[src/ipv4_udp_icmp_rx_parser_defines.svh]
// assertion macros for the ipv4 receive parser
`ifndef IPV4_UDP_ICMP_RX_PARSER_DEFINES_SVH
`define IPV4_UDP_ICMP_RX_PARSER_DEFINES_SVH

// same-cycle implication, checked outside reset
`define IPRX_ASSERT_IMP(label, clk, rst_n, ante, cons) \
  label: assert property (@(posedge clk) disable iff (!rst_n) (ante) |-> (cons)) \
    else $error("ipv4 rx parser: same-cycle check failed");

// next-cycle implication, checked outside reset
`define IPRX_ASSERT_NXT(label, clk, rst_n, ante, cons) \
  label: assert property (@(posedge clk) disable iff (!rst_n) (ante) |=> (cons)) \
    else $error("ipv4 rx parser: next-cycle check failed");

`endif

[src/iprx_pkg.sv]
// shared types, constants and the ones'-complement add for the ipv4 receive parser
package iprx_pkg;

  localparam logic [15:0] MASK16     = 16'hffff;
  localparam logic [15:0] MIN_PACKET = 16'd28;
  localparam logic [15:0] UDP_HDR    = 16'd8;
  localparam logic [15:0] IP_HDR     = 16'd20;
  localparam logic [3:0]  IHL_VALUE  = 4'd5;
  localparam logic [3:0]  IP_VERSION = 4'd4;
  localparam logic [7:0]  PROTO_UDP  = 8'd17;
  localparam logic [7:0]  PROTO_ICMP = 8'd1;

  typedef enum logic [1:0] {
    ST_OK        = 2'd0,
    ST_MALFORMED = 2'd1,
    ST_LENGTH    = 2'd2,
    ST_CHECKSUM  = 2'd3
  } status_t;

  // ones'-complement 16-bit add with end-around carry
  function automatic logic [15:0] oc_add(input logic [15:0] sum, input logic [15:0] v);
    logic [16:0] s;
    logic [16:0] f;
    s = {1'b0, sum} + {1'b0, v};
    f = {1'b0, s[15:0]} + {16'd0, s[16]};
    return f[15:0];
  endfunction

endpackage

[src/iprx_if.sv]
// handshake channels: packet byte beats, parse results and the mode write
interface iprx_byte_if;
  logic       valid;
  logic       ready;
  logic [7:0] data_byte;
  logic       last_byte;
  modport source (output valid, output data_byte, output last_byte, input ready);
  modport sink (input valid, input data_byte, input last_byte, output ready);
endinterface

interface iprx_result_if;
  logic                   valid;
  logic                   ready;
  iprx_pkg::status_t      status;
  logic [31:0]            source_address;
  logic [31:0]            destination_address;
  logic [15:0]            port_or_identifier;
  logic [15:0]            port_or_sequence;
  logic [7:0]             message_type;
  logic [7:0]             message_code;
  logic [15:0]            payload_bytes;
  modport source (output valid, output status, output source_address,
                  output destination_address, output port_or_identifier,
                  output port_or_sequence, output message_type, output message_code,
                  output payload_bytes, input ready);
  modport sink (input valid, input status, input source_address,
                input destination_address, input port_or_identifier,
                input port_or_sequence, input message_type, input message_code,
                input payload_bytes, output ready);
endinterface

interface iprx_cfg_if;
  logic valid;
  logic ready;
  logic protocol_mode;
  modport source (output valid, output protocol_mode, input ready);
  modport sink (input valid, input protocol_mode, output ready);
endinterface

[src/ipv4_udp_icmp_rx_parser.sv]
// ipv4 receive parser for udp or icmp with header and icmp checksum checks
// The block takes one packet byte per beat at a sustained rate of one beat per
// clock, starting at ipv4 header byte 0, with last_byte marking the final beat.
// Each beat is first captured in an input register; from that register short
// logic updates the byte count, the captured header fields and the two
// ones'-complement sums (header over bytes 0..19, icmp over bytes 20 up to the
// total length, odd final byte padded as high byte). On the last beat it also
// evaluates the checks and loads one result into the output register, where
// it is held until taken. in_bus.ready only drops when a last beat waits for
// an output register that still holds an untaken result. protocol_mode selects
// udp (0) or icmp (1); the value in force when the last beat is processed
// applies. protocol_mode must be written only while idle; the block itself
// has no check for this.
// On any failing status every result field other than status reads zero.
`include "ipv4_udp_icmp_rx_parser_defines.svh"

module ipv4_udp_icmp_rx_parser (
  input  logic                 clk,
  input  logic                 rst_n,
  iprx_byte_if.sink            in_bus,
  iprx_result_if.source        out_bus,
  iprx_cfg_if.sink             cfg_bus
);

  // configuration
  logic mode_r;

  // input register stage
  logic       a_valid_r;
  logic [7:0] a_byte_r;
  logic       a_last_r;
  logic       a_adv;
  logic       a_fire;

  // per-packet state
  logic [15:0] byte_count_r, byte_count_nxt;
  logic [15:0] header_sum_r, header_sum_nxt;
  logic [15:0] message_sum_r, message_sum_nxt;
  logic [7:0]  first_byte_r, first_byte_nxt;
  logic [7:0]  protocol_byte_r, protocol_byte_nxt;
  logic [15:0] total_length_r, total_length_nxt;
  logic [15:0] udp_length_r, udp_length_nxt;
  logic [31:0] source_reg_r, source_reg_nxt;
  logic [31:0] destination_reg_r, destination_reg_nxt;
  logic [15:0] word_a_r, word_a_nxt;
  logic [15:0] word_b_r, word_b_nxt;
  logic [15:0] type_code_r, type_code_nxt;

  // state after taking the current beat, before the end-of-packet clear
  logic [15:0] cnt_u, hsum_u, msum_u, tot_u, udp_u, wa_u, wb_u, tc_u;
  logic [7:0]  fb_u, proto_u;
  logic [31:0] src_u, dst_u;
  logic [15:0] pos;
  logic [15:0] shifted;

  // result evaluation
  iprx_pkg::status_t status_w;
  logic [7:0]        proto_want;
  logic [15:0]       udp_room;

  // output register
  logic                 out_valid_r;
  iprx_pkg::status_t    out_status_r;
  logic [31:0]          out_src_r, out_dst_r;
  logic [15:0]          out_f3_r, out_f4_r, out_plen_r;
  logic [7:0]           out_type_r, out_code_r;

  // handshakes: a last beat can only move on when the result slot frees up
  assign a_adv        = !a_last_r || !out_valid_r || out_bus.ready;
  assign a_fire       = a_valid_r && a_adv;
  assign in_bus.ready = !a_valid_r || a_adv;
  assign cfg_bus.ready = 1'b1;

  always_ff @(posedge clk) begin
    if (!rst_n) begin
      mode_r <= 1'b0;
    end else if (cfg_bus.valid) begin
      mode_r <= cfg_bus.protocol_mode;
    end
  end

  always_ff @(posedge clk) begin
    if (!rst_n) begin
      a_valid_r <= 1'b0;
    end else if (in_bus.ready) begin
      a_valid_r <= in_bus.valid;
    end
  end

  always_ff @(posedge clk) begin
    if (in_bus.ready && in_bus.valid) begin
      a_byte_r <= in_bus.data_byte;
      a_last_r <= in_bus.last_byte;
    end
  end

  // per-beat update of count, sums and captured fields
  always_comb begin
    pos     = byte_count_r;
    shifted = pos[0] ? {8'h00, a_byte_r} : {a_byte_r, 8'h00};

    hsum_u  = header_sum_r;
    msum_u  = message_sum_r;
    fb_u    = first_byte_r;
    proto_u = protocol_byte_r;
    tot_u   = total_length_r;
    udp_u   = udp_length_r;
    src_u   = source_reg_r;
    dst_u   = destination_reg_r;
    wa_u    = word_a_r;
    wb_u    = word_b_r;
    tc_u    = type_code_r;

    // header bytes feed the header sum, then bytes up to total length the icmp sum
    if (pos < iprx_pkg::IP_HDR) begin
      hsum_u = iprx_pkg::oc_add(header_sum_r, shifted);
    end else if (pos < total_length_r) begin
      msum_u = iprx_pkg::oc_add(message_sum_r, shifted);
    end

    priority if (pos == 16'd0) begin
      fb_u = a_byte_r;
    end else if (pos == 16'd2 || pos == 16'd3) begin
      tot_u = {total_length_r[7:0], a_byte_r};
    end else if (pos == 16'd9) begin
      proto_u = a_byte_r;
    end else if (pos >= 16'd12 && pos < 16'd16) begin
      src_u = {source_reg_r[23:0], a_byte_r};
    end else if (pos >= 16'd16 && pos < 16'd20) begin
      dst_u = {destination_reg_r[23:0], a_byte_r};
    end else if (pos == 16'd20 || pos == 16'd21) begin
      tc_u = {type_code_r[7:0], a_byte_r};
    end else if (pos == 16'd22 || pos == 16'd23) begin
      wa_u = {word_a_r[7:0], a_byte_r};
    end else if (pos == 16'd24 || pos == 16'd25) begin
      udp_u = {udp_length_r[7:0], a_byte_r};
    end else if (pos == 16'd26 || pos == 16'd27) begin
      wb_u = {word_b_r[7:0], a_byte_r};
    end else begin
      // payload bytes: nothing captured
    end

    // saturating byte count
    cnt_u = (byte_count_r == iprx_pkg::MASK16) ? byte_count_r : byte_count_r + 16'd1;
  end

  // packet checks, first failing class wins
  always_comb begin
    proto_want = mode_r ? iprx_pkg::PROTO_ICMP : iprx_pkg::PROTO_UDP;
    udp_room   = tot_u - iprx_pkg::IP_HDR;
    priority if (cnt_u < iprx_pkg::MIN_PACKET || fb_u[7:4] != iprx_pkg::IP_VERSION ||
                 fb_u[3:0] != iprx_pkg::IHL_VALUE || proto_u != proto_want) begin
      status_w = iprx_pkg::ST_MALFORMED;
    end else if (tot_u < iprx_pkg::MIN_PACKET || tot_u > cnt_u ||
                 hsum_u != iprx_pkg::MASK16) begin
      status_w = iprx_pkg::ST_LENGTH;
    end else if (!mode_r && (udp_u < iprx_pkg::UDP_HDR || udp_u > udp_room)) begin
      status_w = iprx_pkg::ST_LENGTH;
    end else if (mode_r && msum_u != iprx_pkg::MASK16) begin
      status_w = iprx_pkg::ST_CHECKSUM;
    end else begin
      status_w = iprx_pkg::ST_OK;
    end
  end

  // next state: hold when idle, take the beat, clear after the last beat
  always_comb begin
    byte_count_nxt      = byte_count_r;
    header_sum_nxt      = header_sum_r;
    message_sum_nxt     = message_sum_r;
    first_byte_nxt      = first_byte_r;
    protocol_byte_nxt   = protocol_byte_r;
    total_length_nxt    = total_length_r;
    udp_length_nxt      = udp_length_r;
    source_reg_nxt      = source_reg_r;
    destination_reg_nxt = destination_reg_r;
    word_a_nxt          = word_a_r;
    word_b_nxt          = word_b_r;
    type_code_nxt       = type_code_r;
    if (a_fire) begin
      if (a_last_r) begin
        byte_count_nxt      = '0;
        header_sum_nxt      = '0;
        message_sum_nxt     = '0;
        first_byte_nxt      = '0;
        protocol_byte_nxt   = '0;
        total_length_nxt    = '0;
        udp_length_nxt      = '0;
        source_reg_nxt      = '0;
        destination_reg_nxt = '0;
        word_a_nxt          = '0;
        word_b_nxt          = '0;
        type_code_nxt       = '0;
      end else begin
        byte_count_nxt      = cnt_u;
        header_sum_nxt      = hsum_u;
        message_sum_nxt     = msum_u;
        first_byte_nxt      = fb_u;
        protocol_byte_nxt   = proto_u;
        total_length_nxt    = tot_u;
        udp_length_nxt      = udp_u;
        source_reg_nxt      = src_u;
        destination_reg_nxt = dst_u;
        word_a_nxt          = wa_u;
        word_b_nxt          = wb_u;
        type_code_nxt       = tc_u;
      end
    end
  end

  always_ff @(posedge clk) begin
    if (!rst_n) begin
      byte_count_r      <= '0;
      header_sum_r      <= '0;
      message_sum_r     <= '0;
      first_byte_r      <= '0;
      protocol_byte_r   <= '0;
      total_length_r    <= '0;
      udp_length_r      <= '0;
      source_reg_r      <= '0;
      destination_reg_r <= '0;
      word_a_r          <= '0;
      word_b_r          <= '0;
      type_code_r       <= '0;
    end else begin
      byte_count_r      <= byte_count_nxt;
      header_sum_r      <= header_sum_nxt;
      message_sum_r     <= message_sum_nxt;
      first_byte_r      <= first_byte_nxt;
      protocol_byte_r   <= protocol_byte_nxt;
      total_length_r    <= total_length_nxt;
      udp_length_r      <= udp_length_nxt;
      source_reg_r      <= source_reg_nxt;
      destination_reg_r <= destination_reg_nxt;
      word_a_r          <= word_a_nxt;
      word_b_r          <= word_b_nxt;
      type_code_r       <= type_code_nxt;
    end
  end

  // result register
  always_ff @(posedge clk) begin
    if (!rst_n) begin
      out_valid_r <= 1'b0;
    end else if (a_fire && a_last_r) begin
      out_valid_r <= 1'b1;
    end else if (out_bus.ready) begin
      out_valid_r <= 1'b0;
    end
  end

  always_ff @(posedge clk) begin
    if (a_fire && a_last_r) begin
      out_status_r <= status_w;
      if (status_w == iprx_pkg::ST_OK) begin
        out_src_r <= src_u;
        out_dst_r <= dst_u;
        if (mode_r) begin
          // icmp: identifier, sequence, type and code
          out_f3_r   <= udp_u;
          out_f4_r   <= wb_u;
          out_type_r <= tc_u[15:8];
          out_code_r <= tc_u[7:0];
          out_plen_r <= tot_u - iprx_pkg::MIN_PACKET;
        end else begin
          // udp: source and destination ports
          out_f3_r   <= tc_u;
          out_f4_r   <= wa_u;
          out_type_r <= '0;
          out_code_r <= '0;
          out_plen_r <= udp_u - iprx_pkg::UDP_HDR;
        end
      end else begin
        out_src_r  <= '0;
        out_dst_r  <= '0;
        out_f3_r   <= '0;
        out_f4_r   <= '0;
        out_type_r <= '0;
        out_code_r <= '0;
        out_plen_r <= '0;
      end
    end
  end

  assign out_bus.valid               = out_valid_r;
  assign out_bus.status              = out_status_r;
  assign out_bus.source_address      = out_src_r;
  assign out_bus.destination_address = out_dst_r;
  assign out_bus.port_or_identifier  = out_f3_r;
  assign out_bus.port_or_sequence    = out_f4_r;
  assign out_bus.message_type        = out_type_r;
  assign out_bus.message_code        = out_code_r;
  assign out_bus.payload_bytes       = out_plen_r;

  // a processed last beat always leaves a result behind and a fresh packet count
  `IPRX_ASSERT_NXT(a_last_loads_result, clk, rst_n, a_fire && a_last_r, out_valid_r)
  `IPRX_ASSERT_NXT(a_last_clears_count, clk, rst_n, a_fire && a_last_r, byte_count_r == 16'd0)
  // failed packets carry no addresses
  `IPRX_ASSERT_IMP(a_fail_zero_addr, clk, rst_n,
    out_valid_r && out_status_r != iprx_pkg::ST_OK,
    out_src_r == 32'd0 && out_dst_r == 32'd0)

endmodule

[src/flat_wrapper.sv]
// flat-port wrapper written by rule: the top's interface ports become plain ports
module ipv4_udp_icmp_rx_parser_flat 
  (clk, rst_n, in_bus_valid, in_bus_data_byte, in_bus_last_byte, in_bus_ready, out_bus_valid, out_bus_status, out_bus_source_address, out_bus_destination_address, out_bus_port_or_identifier, out_bus_port_or_sequence, out_bus_message_type, out_bus_message_code, out_bus_payload_bytes, out_bus_ready, cfg_bus_valid, cfg_bus_protocol_mode, cfg_bus_ready);
  iprx_byte_if in_bus_i ();
  iprx_result_if out_bus_i ();
  iprx_cfg_if cfg_bus_i ();
  input  logic clk;
  input  logic rst_n;
  input wire logic [$bits(in_bus_i.valid)-1:0] in_bus_valid;
  input wire logic [$bits(in_bus_i.data_byte)-1:0] in_bus_data_byte;
  input wire logic [$bits(in_bus_i.last_byte)-1:0] in_bus_last_byte;
  output wire logic [$bits(in_bus_i.ready)-1:0] in_bus_ready;
  output wire logic [$bits(out_bus_i.valid)-1:0] out_bus_valid;
  output wire logic [$bits(out_bus_i.status)-1:0] out_bus_status;
  output wire logic [$bits(out_bus_i.source_address)-1:0] out_bus_source_address;
  output wire logic [$bits(out_bus_i.destination_address)-1:0] out_bus_destination_address;
  output wire logic [$bits(out_bus_i.port_or_identifier)-1:0] out_bus_port_or_identifier;
  output wire logic [$bits(out_bus_i.port_or_sequence)-1:0] out_bus_port_or_sequence;
  output wire logic [$bits(out_bus_i.message_type)-1:0] out_bus_message_type;
  output wire logic [$bits(out_bus_i.message_code)-1:0] out_bus_message_code;
  output wire logic [$bits(out_bus_i.payload_bytes)-1:0] out_bus_payload_bytes;
  input wire logic [$bits(out_bus_i.ready)-1:0] out_bus_ready;
  input wire logic [$bits(cfg_bus_i.valid)-1:0] cfg_bus_valid;
  input wire logic [$bits(cfg_bus_i.protocol_mode)-1:0] cfg_bus_protocol_mode;
  output wire logic [$bits(cfg_bus_i.ready)-1:0] cfg_bus_ready;
  assign in_bus_i.valid = in_bus_valid;
  assign in_bus_i.data_byte = in_bus_data_byte;
  assign in_bus_i.last_byte = in_bus_last_byte;
  assign in_bus_ready = in_bus_i.ready;
  assign out_bus_valid = out_bus_i.valid;
  assign out_bus_status = out_bus_i.status;
  assign out_bus_source_address = out_bus_i.source_address;
  assign out_bus_destination_address = out_bus_i.destination_address;
  assign out_bus_port_or_identifier = out_bus_i.port_or_identifier;
  assign out_bus_port_or_sequence = out_bus_i.port_or_sequence;
  assign out_bus_message_type = out_bus_i.message_type;
  assign out_bus_message_code = out_bus_i.message_code;
  assign out_bus_payload_bytes = out_bus_i.payload_bytes;
  assign out_bus_i.ready = out_bus_ready;
  assign cfg_bus_i.valid = cfg_bus_valid;
  assign cfg_bus_i.protocol_mode = cfg_bus_protocol_mode;
  assign cfg_bus_ready = cfg_bus_i.ready;
  ipv4_udp_icmp_rx_parser u_core (.clk(clk), .rst_n(rst_n), .in_bus(in_bus_i), .out_bus(out_bus_i), .cfg_bus(cfg_bus_i));
endmodule
[config.mk]
export PLATFORM = sky130hd
export DESIGN_NAME = ipv4_udp_icmp_rx_parser_flat
export DESIGN_NICKNAME = d
export VERILOG_FILES = /design/src/iprx_pkg.sv /design/src/iprx_if.sv /design/src/ipv4_udp_icmp_rx_parser.sv /design/src/flat_wrapper.sv
export VERILOG_INCLUDE_DIRS = /design/src /design/src/src
export SDC_FILE = /design/constraint.sdc
export NUM_CORES = 1
export LEC_CHECK = 0
export ABC_AREA = 1
export ABC_CLOCK_PERIOD_IN_PS = 11150
export BUFFER_PORTS_ARGS = -buffer_cell sky130_fd_sc_hd__buf_2
export CORE_ASPECT_RATIO = 2
export CORE_MARGIN = 2
export CORE_UTILIZATION = 35
export DETAILED_ROUTE_END_ITERATION = 7
export GPL_TIMING_DRIVEN = 0
export HOLD_SLACK_MARGIN = 0.1
export SLEW_MARGIN = 25
export SYNTH_ARGS = -nofsm -noshare
export SYNTH_HDL_FRONTEND = slang
export SYNTH_SLANG_ARGS = --single-unit
[constraint.sdc]
create_clock -name clk -period 11.15 [get_ports clk]
set_input_delay 0.5575 -clock clk [delete_from_list [all_inputs] [get_ports clk]]
set_output_delay 0.5575 -clock clk [all_outputs]
set_load 0.02 [all_outputs]
# Word level (Yosys, flattened, before mapping)
# Index checks and enable logic that the tools add are counted.
# classes
eq_ne,17
mux,72
order_cmp,10
reduce_logical,29
addsub,8
# ops
operator,count
two-way mux 16 bit,48
two-way mux 32 bit,11
equality test 16 x 5 -> 1 bit (second input constant),8
< comparator 16 x 5 -> 1 bit (second input constant),4
two-way mux 8 bit,6
adder 16 x 16 -> 17 bit,2
adder 16 x 1 -> 16 bit,2
equality test 16 x 2 -> 1 bit (second input constant),2
> comparator 16 bit,2
!= test 16 bit (second input constant),2
subtractor 16 x 5 -> 16 bit (second input constant),2
adder 16 x 1 -> 16 bit (second input constant),1
equality test 16 bit (second input constant),1
equality test 16 x 4 -> 1 bit (second input constant),1
>= comparator 16 x 4 -> 1 bit (second input constant),1
>= comparator 16 x 5 -> 1 bit (second input constant),1
logical NOT 16 bit,1
< comparator 16 bit,1
< comparator 16 x 4 -> 1 bit (second input constant),1
subtractor 16 x 4 -> 16 bit (second input constant),1
logical OR 1 bit,14
two-way mux 2 bit,4
!= test 4 x 3 -> 1 bit (second input constant),2
!= test 8 bit,1
7 further kinds,17
# totals
reg_bits,350
output_inout_bits,133
input_bits,15

# Logic depth before layout (Yosys ltp)
# Gate-level depths: netlist of the first run.
# logic_depth
depth_word,18
depth_mapped,36
depth_no_buf,33

# Least setup slack after synthesis of the first run
# Ideal clock, no wire load.
# synth_timing
kind,input to register
from,in out_bus_ready
to,"reg u_core.out_dst_r[0] (netlist: u_core.out_bus.destination_address[0]), enable pin"
arrival_ns,4.079
required_time_ns,10.667
slack_ns,6.588
stages,6
n_path_buf,2
cell_sequence,inv_1 > a31oi_1 > clkbuf_1 > clkbuf_1 > nand2_1 > inv_1
# synth_between
elab_chain_cells,3
# synth_lines
item,line_no,rtl
start: declaration,flat_wrapper.sv:22,input wire logic [$bits(out_bus_i.ready)-1:0] out_bus_ready;
logical OR 1 bit,ipv4_udp_icmp_rx_parser.sv:69,assign a_adv = !a_last_r || !out_valid_r || out_bus.ready;
logical AND 1 bit,ipv4_udp_icmp_rx_parser.sv:70,assign a_fire = a_valid_r && a_adv;
logical AND 1 bit,ipv4_udp_icmp_rx_parser.sv:253,if (a_fire && a_last_r) begin
end signal: assignment,ipv4_udp_icmp_rx_parser.sv:257,out_dst_r <= dst_u;
end: declaration,ipv4_udp_icmp_rx_parser.sv:64,"logic [31:0] out_src_r, out_dst_r;"
# No other way between the ends.
# A chain may end at the register's enable or synchronous reset.

# Final worst setup path of the first run
# layout_timing
from,reg u_core.byte_count_r[0]
to,"reg u_core.out_plen_r[3] (netlist: u_core.out_bus.payload_bytes[3]), data pin"
# layout_between
elab_chain_cells,17
word_cells_on_any_way,73
# layout_lines
item,line_no,rtl
start: declaration,ipv4_udp_icmp_rx_parser.sv:36,"logic [15:0] byte_count_r, byte_count_nxt;"
start signal: assignment,ipv4_udp_icmp_rx_parser.sv:226,byte_count_r <= byte_count_nxt;
"parallel branches: the longest is 17 deep, another holds adder 16 x 16 -> 17 bit",n/a,
end signal: assignment,ipv4_udp_icmp_rx_parser.sv:264,out_plen_r <= tot_u - iprx_pkg::MIN_PACKET;
end signal: assignment,ipv4_udp_icmp_rx_parser.sv:271,out_plen_r <= udp_u - iprx_pkg::UDP_HDR;
end: declaration,ipv4_udp_icmp_rx_parser.sv:65,"logic [15:0] out_f3_r, out_f4_r, out_plen_r;"
# Several ways; the timed one is not identified.

==> results.toml, run 1 <==
[clocking]
cts.hold.buffers_added = 0
post_cts_buffers = 0
cts_max_path_buffers = 3
h-tree-depth = 2
insertion_delay_ns = 0.56
cts_sinks = 350
cts_tree = "built"
clk_pin_slew_ns = 0.06
cts_resized = 0
root_buffer = "clkbuf_16"
numCtsBuffers = 36

[sta]
slew_headroom = 0.2664
min_period_ns = 6.420
tightest_slew_ns = 1.090
rsz0062_at_grt = "no"
slew_viol_final = 0
max_freq_mhz = 155.8
setup_tns_ns = 0
setup_viol = 0
clock-skew-final_ns = 0.02365
hold_viol = 0
fin_ws_ns = 4.730
post-route-period-util = 0.5758

[synth]
synth_seq_area_share = 0.3945
syn_area_um2 = 21290
synth_cell_types = 54
synthArstFlopShare = 0
synthAdderAreaFrac = 0.05301
synthTopCellsByArea = "dfxtp_1 20%, edfxtp_1 20%, nand2_1 15%"
synth_xor_area_frac = 0.009873
syn_avg_cell_area_um2 = 7.269
synth_area_leader_cell = "dfxtp_1"
ys_seq_elements = 350
yosys-top-cells-count = "843 x nand2_1, 356 x inv_1, 294 x nor2_1"
synth_edf_count = 139
synth_nets = 3033
synth_top_area_frac = 0.1984
yosysMostFrequentCell = "nand2_1"
synth_top_family_by_area = "simple AND/OR/NAND/NOR gates"
syn_inst = 2929
synth_compound_area_frac = 0.1316
ys.flop_type = "dfxtp_1"
synth-simple-area-share = 0.3051
muxShareOfSynthArea = 0.008463
yosys_warnings = 0

[placement]
gp_congestion = 0.9531
dp_slack_ns = 4.869
post_dp_cell_area_um2 = 23030
io_buffer_count = 146
dp_hpwl_um = 55440

[critical_path]
crit_top_cell = "nand2_1"
slowest_stage = "fa_1"
cp.depth = 33
crit_path_max_fanout = 10
max_stage_delay_ns = 0.47
endpoint_kind = "register"
critPathLaunch = "u_core.byte_count_r[0]"
path_buf_inv = 7
crit_required_ns = 11.54
reg2regPathDepth = 33
crit_type = "reg -> reg"
cpLargestDelayFamily = "simple AND/OR/NAND/NOR gates"
critPathLaunchType = "register"
cp.arrival_ns = 6.81
rrSetupSlack_ns = 4.73
critPathCapture = "u_core.out_bus.payload_bytes[3]"
timing.rr.start = "u_core.byte_count_r[0]"
worstReg2RegEnd = "u_core.out_bus.payload_bytes[3]"

[pwr]
pwr-share-seq = 0.475
cellLeakagePower_nw = 10.02
pwr-share-comb = 0.066
clock_power_share = 0.459
internal_power_mw = 2.114
ir_drop_v = 0.0001051
switchingPower_uw = 707.6
p_sw_frac = 0.2507
power_density_nw_per_um2 = 116.3

[finish]
layout-drive-gt1-share = 0.1258
final-seq-area_um2 = 8398
final_area_um2 = 24260
insertedDiodeCount = 0
fillers = 6402
area_growth_pct = 13.95
layout.nets = 3218
multi_input_area_um2 = 10830

[routing]
via_count = 19660
wl_per_cell_um = 18.15
antenna_left = 0
drt-pass1-iter-count = 5
totalWireLength_um = 71070
viasPerCell = 5.021
drc = 0
first_iter_violations = 1289

[global_routing]
grt_start_max_net_pins = 72
grt_usage = 0.2247
grt_pass1_vias = 19320
gr-total-overflow = 0
grt_pass1_wl_um = 108100
antenna_found_initial = 0

[outcome]
status = "completed"

[die]
dieHeight_um = 352.8
coreArea_um2 = 60070
die_w_um = 178.4
ioPinCount = 148
fp-row-count = 127
dieArea_um2 = 62940
start_util = 0.3545

[run]
max_cap_viol_count = 0

[min_path]
hold_path_class = "in -> reg"
==> metrics by stage <==
stage	total power, mW	std cells	util	hold WS (ns)
after floorplan	1.480	2929	-	0.4419
after global placement	1.554	3849	0.3827	0.4481
after detailed placement	1.553	3850	0.3834	0.4553
after CTS	2.845	3915	0.4039	0.1615
after global routing	2.902	3915	0.4039	0.1708
final	2.822	3915	0.4039	0.1813
==> cells by family after synthesis <==
logic type | count (synthesis)
XOR/XNOR | 24
AO/OA/AOI/OAI | 511
flip-flops | 350
multiplexers | 17
other | 1
AND/OR/NAND/NOR | 1443
adder cells (fa/ha/maj) | 89
buffers and inverters | 494
==> layout by cell type, fill, tap and decap left out, drive strengths merged, types with 6 or more instances in the layout <==
master	n
a21oi	255
buf	184
clkbuf	134
clkinv	14
dfxtp	211
edfxtp	139
ha	87
inv	367
mux2	8
mux2i	9
nand2	847
nand3	125
nand4	31
nor2	382
nor3	20
nor4	11
o21a	7
o21ai	169
o21bai	6
o22ai	56
or2	22
xnor2	6
xor2	18
==> how the worst min path moves through the flow <==
stage	from	end	slack [ns]	depth (start not counted)
after floorplan	u_core.word_b_r[10]	u_core.word_b_r[10]	0.44	2
after global placement	u_core.word_b_r[11]	u_core.word_b_r[11]	0.45	2
after detailed placement	u_core.type_code_r[14]	u_core.type_code_r[14]	0.46	2
after CTS	in_bus_data_byte[6]	u_core.a_byte_r[6]	0.16	1
after global routing	in_bus_last_byte	u_core.a_last_r	0.17	1
final	in_bus_data_byte[6]	u_core.a_byte_r[6]	0.18	1
==> layout make-up <==
type | count | share of cell area
plain buffers | 129 | 0.02893
repair buffers | 147 | 0.03125
clock inverters | 23 | 0.01099
clock buffers | 42 | 0.03971
inverters | 365 | 0.05678
multi-input cells | 2085 | 0.4462
well taps | 774 | 0.03992
flip-flops and latches | 350 | 0.3462
==> state kept, by name (all words and copies together), names as in the netlist, 2 cells and up <==
register / cells
u_core.destination_reg_r: 32
u_core.out_bus.destination_address: 32
u_core.out_bus.source_address: 32
u_core.source_reg_r: 32
u_core.byte_count_r: 16
u_core.header_sum_r: 16
u_core.message_sum_r: 16
u_core.out_bus.payload_bytes: 16
u_core.out_bus.port_or_identifier: 16
u_core.out_bus.port_or_sequence: 16
u_core.total_length_r: 16
u_core.type_code_r: 16
u_core.udp_length_r: 16
u_core.word_a_r: 16
u_core.word_b_r: 16
u_core.a_byte_r: 8
u_core.first_byte_r: 8
u_core.out_bus.message_code: 8
u_core.out_bus.message_type: 8
u_core.protocol_byte_r: 8
u_core.out_bus.status: 2
==> metal layers <==
layer	track usage	part of all wire
met5	0	0
met3	0.02810	0.046
met4	0.1541	0.078
met2	0.4218	0.52
met1	0.2242	0.35
==> power groups by stage <==
| stage | logic (mW) | clock network [mW] | registers (mW) |
|---|---|---|---|
| finish | 0.186 | 1.30 | 1.34 |
| global route | 0.202 | 1.36 | 1.34 |
| detailed placement | 0.184 | 0 | 1.37 |
| floorplan | 0.111 | 0 | 1.37 |
| global placement | 0.182 | 0 | 1.37 |
| CTS | 0.185 | 1.32 | 1.34 |
(Power assumes the default switching activity.)
==> run 2: changes to the inputs <==
- ABC_CLOCK_PERIOD_IN_PS: 11150 -> 5600
- clock period: 11.15 -> 5.6 ns (I/O delays scaled with it)
==> run 2 against run 1 <==
  * Non-clock buffer count increased by 33
  * Core utilization increased by 0.82 points
  * First-iteration DRC count decreased by 2.5%
  * Largest cell class unchanged
  * Hold slack improved by 0.25 ns
  * Wire length increased by 0.67%
  * Worst setup slack got worse by 4.5 ns
  * Total power increased by 100%
==> results.toml, run 2 (synthesized netlist as in run 1, its figures left out) <==
[outcome]
status = "completed"

[min_path]
hold_depth = 2
min_to = "u_core.a_byte_r[6]"
hold_path_class = "in -> reg"
min_from = "in_bus_data_byte[6]"

[critical_path]
slowest_stage = "edfxtp_1"
worstReg2RegEnd = "u_core.out_bus.payload_bytes[3]"
rrSetupSlack_ns = 0.26
cp_cell_sequence = "inv_1 > nor2_1 > ha_1 > a21oi_1 > o21bai_1 > ha_2 > nand2_1 > nor2_1 > nand3_1 > nor2_1 > nand3_1 > nor2_2 > nand3_2 > o21bai_1 > nand2_1 > a21oi_1 > nand2_2 > nor3_4 > nand3_4 > buf_12 > buf_12 > nor2_4"
reg2regPathDepth = 22
endpoint_kind = "register"
crit_type = "reg -> reg"
crit_top_cell = "nor2_1"
crit_required_ns = 5.99
timing.rr.start = "u_core.a_byte_r[6]"
max_stage_delay_ns = 0.80
critPathLaunchType = "register"
crit_path_max_fanout = 10
cp.arrival_ns = 5.74

[placement]
post_dp_cell_area_um2 = 23030
io_buffer_count = 146
dp_slack_ns = -0.6809
dp.cells = 3850
dp_hpwl_um = 55440
gp_congestion = 0.9531

[clocking]
cts_max_path_buffers = 3
root_buffer = "clkbuf_16"
numCtsBuffers = 36
cts_tree = "built"
clk_pin_slew_ns = 0.06
insertion_delay_ns = 0.56
h-tree-depth = 2
cts_sinks = 350

[global_routing]
grt_start_max_net_pins = 72
grt_usage = 0.2258
antenna_found_initial = 0
gr-total-overflow = 0
grt_pass1_wl_um = 108700
grt_pass1_vias = 19410

[sta]
slew_headroom = 0.2547
setup_tns_ns = 0
holdWs_ns = 0.4360
tightest_slew_ns = 1.108
post-route-period-util = 0.9543
max_freq_mhz = 187.1
slew_viol_final = 0
hold_viol = 0
min_period_ns = 5.344
clock-skew-final_ns = 0.02390
setup_viol = 0
fin_ws_ns = 0.2557

[finish]
fin_cells = 3948
final_cell_mix = "841 x nand2_1, 345 x inv_1, 281 x nor2_1"
layout-drive-gt1-share = 0.1452
insertedDiodeCount = 0
area_growth_pct = 16.26
final_area_um2 = 24750
layout_commonest_cell = "nand2_1"
layout.nets = 3251

[pwr]
power_density_nw_per_um2 = 228.4
cellLeakagePower_nw = 10.15
ir_drop_v = 0.0002089

[routing]
totalWireLength_um = 71540
drt-pass1-iter-count = 5
wl_per_cell_um = 18.12
first_iter_violations = 1257
via_count = 19830
drc = 0
viasPerCell = 5.023
antenna_left = 0

[die]
dieArea_um2 = 62940
coreArea_um2 = 60070
ioPinCount = 148
dieHeight_um = 352.8
die_w_um = 178.4
fp-row-count = 127
start_util = 0.3545

[run]
max_cap_viol_count = 0
[run 2: changes by cell type in the layout (fill, tap and decap cells not counted), sizes merged]
cell and change:
clkinvlp +6, inv -6, buf +18, dlygate4sd3 +15
[run 2: where the power goes]
| group | switching, mW | internal (mW) |
|---|---|---|
| sequential | 0.0148 | 2.65 |
| combinational | 0.300 | 0.0995 |
| clock | 1.11 | 1.48 |
| total | 1.43 | 4.23 |
[run 2: through the flow]
stage | total power, mW | utilization
floorplan | 2.947 | -
global placement | 3.094 | 0.3827
detailed placement | 3.092 | 0.3834
CTS | 5.683 | 0.4086
global route | 5.806 | 0.4121
finish | 5.653 | 0.4121
[run 2: final cells by class]
type / instances / area, um^2
Clock buffer: 42 / 963.4
Inverter: 365 / 1400
Timing Repair Buffer: 180 / 1061
Sequential cell: 350 / 8399
Multi-Input combinational cell: 2085 / 10970
Clock inverter: 23 / 266.5
Buffer: 129 / 724.4
Tap cell: 774 / 968.4
Fill cell: 6359 / 35310
[run 2: per-layer routing]
metal,GRT usage,vias to the layer above,routed length [um]
met1,0.2274,9115,25580
met3,0.02519,213,2932
met4,0.1537,0,5584
met5,0,-,0
met2,0.4245,597,37450
li1,-,9906,-
[run 2: critical path, delay by kind of cell (launching register included)]
family	cells	cell delay, ns
AO/OA/AOI/OAI	4	0.66
adder cells (fa/ha/maj)	2	0.52
buffers and inverters	3	0.87
flip-flops	1	0.80
AND/OR/NAND/NOR	13	2.29
[run 2: worst max-delay path by stage]
stage / startpoint / end / slack [ns]
floorplan: u_core.a_last_r / u_core.out_bus.destination_address[0] / 1.18
global placement: u_core.a_last_r / u_core.out_bus.payload_bytes[13] / -1.03
detailed placement: u_core.byte_count_r[0] / u_core.out_bus.source_address[31] / -0.68
CTS: u_core.byte_count_r[0] / u_core.out_bus.payload_bytes[3] / 0.005
global route: u_core.byte_count_r[0] / u_core.out_bus.port_or_sequence[15] / -0.02
finish: u_core.a_byte_r[6] / u_core.out_bus.payload_bytes[3] / 0.26
[run 2: what timing repair did]
item,CTS,global route
hold buffers,15,0
hold endpoints to repair,13,0
cloned,0,1
buffers inserted,9,8
setup endpoints to repair,130,130
resized for setup,17,45
pin swaps,2,6
==> run 3: changes to the inputs <==
- ABC_CLOCK_PERIOD_IN_PS: 5600 -> 5300
- clock period: 5.6 -> 5.3 ns (I/O delays scaled with it)
==> run 3 against run 2 <==
  * First-iteration DRC count increased by 5.2%
  * Register-to-register slack lost 0.09 ns
  * Critical path depth up 6
  * Via count up 1.1%
  * Final cell count is 0.51% higher
  * Die area unchanged
  * Worst setup slack worse by 0.089 ns
  * Sequential power grew 6%
  * Critical endpoint unchanged
  * Combinational power up 13%
  * Hold slack worse by 0.018 ns
==> results.toml, run 3 (synthesized netlist as in run 1, its figures left out) <==
[clocking]
numCtsBuffers = 36
cts_tree = "built"
cts_sinks = 350
cts_max_path_buffers = 3
root_buffer = "clkbuf_16"
insertion_delay_ns = 0.56
clk_pin_slew_ns = 0.07
h-tree-depth = 2

[critical_path]
reg2regPathDepth = 28
path_buf_inv = 3
max_stage_delay_ns = 0.57
critPathCapture = "u_core.out_bus.payload_bytes[3]"
crit_required_ns = 5.69
critPathLaunch = "u_core.a_byte_r[2]"
worstReg2RegEnd = "u_core.out_bus.payload_bytes[3]"
rrSetupSlack_ns = 0.17
crit_type = "reg -> reg"
cpLargestDelayFamily = "simple AND/OR/NAND/NOR gates"
timing.rr.start = "u_core.a_byte_r[2]"
crit_path_max_fanout = 6
crit_top_cell = "nand2_1"
slowest_stage = "edfxtp_1"
cp.arrival_ns = 5.53
critPathLaunchType = "register"
cp.depth = 28
endpoint_kind = "register"

[routing]
drt-pass1-iter-count = 6
wl_per_cell_um = 18.21
viasPerCell = 5.053
first_iter_violations = 1322
drc = 0
via_count = 20050
totalWireLength_um = 72250
antenna_left = 0

[min_path]
min_from = "in_bus_data_byte[6]"
hold_path_class = "in -> reg"

[finish]
final_cell_mix = "831 x nand2_1, 344 x inv_1, 266 x nor2_1"
fin_cells = 3968
layout.nets = 3271
final-seq-area_um2 = 8402
final_area_um2 = 25330
insertedDiodeCount = 0
fin_util = 0.4217
area_growth_pct = 18.97
layout-drive-gt1-share = 0.1656
fillers = 6299
layout_commonest_cell = "nand2_1"
multi_input_area_um2 = 11340

[sta]
hold_viol = 0
min_period_ns = 5.133
clock-skew-final_ns = 0.02431
setup_viol = 0
holdWs_ns = 0.4182
slew_viol_final = 0
post-route-period-util = 0.9685
tightest_slew_ns = 1.112
slew_headroom = 0.2515
max_freq_mhz = 194.8

[run]
max_cap_viol_count = 0

[placement]
post_dp_cell_area_um2 = 23030
gp_congestion = 0.9531
dp_hpwl_um = 55440
io_buffer_count = 146
dp.cells = 3850

[die]
dieHeight_um = 352.8
coreArea_um2 = 60070
start_util = 0.3545
fp-row-count = 127
dieArea_um2 = 62940
die_w_um = 178.4
ioPinCount = 148

[pwr]
power_density_nw_per_um2 = 237.2
ir_drop_v = 0.0002206
totalPowerFinal_mw = 6.007
cellLeakagePower_nw = 10.26

[outcome]
status = "completed"

[global_routing]
grt_start_max_net_pins = 72
gr-total-overflow = 0
antenna_found_initial = 0
grt_pass1_vias = 19490
grt_usage = 0.2263
grt_pass1_wl_um = 108900
==> run 3: cell types whose count changed in the layout (fill, tap and decap cells not counted), moves of 7 or more <==
| cell | change |
|---|---|
| buf_4 | +18 |
| nor2_4 | +7 |
| nor2_2 | +8 |
| ha_4 | +18 |
| ha_1 | -11 |
| ha_2 | -7 |
| nand2_2 | +10 |
| nand2_1 | -10 |
| nor2_1 | -15 |
==> run 3: worst min path at each step <==
stage	end	slack [ns]	depth (start not counted)
after floorplan	u_core.out_bus.valid	0.36	2
after global placement	u_core.a_byte_r[6]	0.45	1
after detailed placement	u_core.a_byte_r[6]	0.44	1
after CTS	u_core.a_byte_r[6]	0.40	2
after global routing	u_core.a_byte_r[3]	0.43	2
final	u_core.a_byte_r[6]	0.42	2
==> run 3: final cells by class <==
type                    count  area share
clock inverters            23     0.01052
plain buffers             128     0.02929
multi-input cells        2085      0.4476
inverters                 365     0.05528
flip-flops and latches    350      0.3317
well taps                 774     0.03823
repair buffers            201     0.04930
clock buffers              42     0.03804
==> run 3: timing repair <==
item | 4_1_cts | 5_1_grt
hold buffers | 15 | 0
setup endpoints to repair | 130 | 130
cloned | 1 | 1
endpoints found under the hold margin | 13 | 0
gates resized for setup | 49 | 92
pin swaps | 5 | 34
buffers inserted | 18 | 19
==> run 3: metrics by stage <==
step	TNS, ns	worst slack [ns]
CTS	0	0.004450
floorplan	0	0.8789
finish	0	0.1672
detailed placement	-109.29	-0.9809
global route	-0.1713	-0.04329
global placement	-270.46	-1.331
==> run 3: worst reg2reg max path, delay by kind of cell, from the launching register on <==
family,cells,cell delay (ns)
AOI/OAI and AO/OA,3,0.43
DFF,1,0.57
and+or+nand+nor,20,2.85
adders and majority gates,2,0.47
buffers and inverters,3,0.66
==> run 3: routing by layer <==
layer / global-route usage / wire length (um) / share of wire
met5: 0 / 0 / 0
met1: 0.2286 / 25430 / 0.35
met2: 0.4253 / 38060 / 0.53
met4: 0.1525 / 5436 / 0.075
met3: 0.02498 / 3331 / 0.046
==> run 3: where the power goes <==
group          internal [mW]  switching (mW)  leakage [nW]  total [mW]
combinational          0.123           0.329          6.42       0.452
clock                   1.56            1.18         0.608        2.74
sequential              2.80          0.0139          3.24        2.82
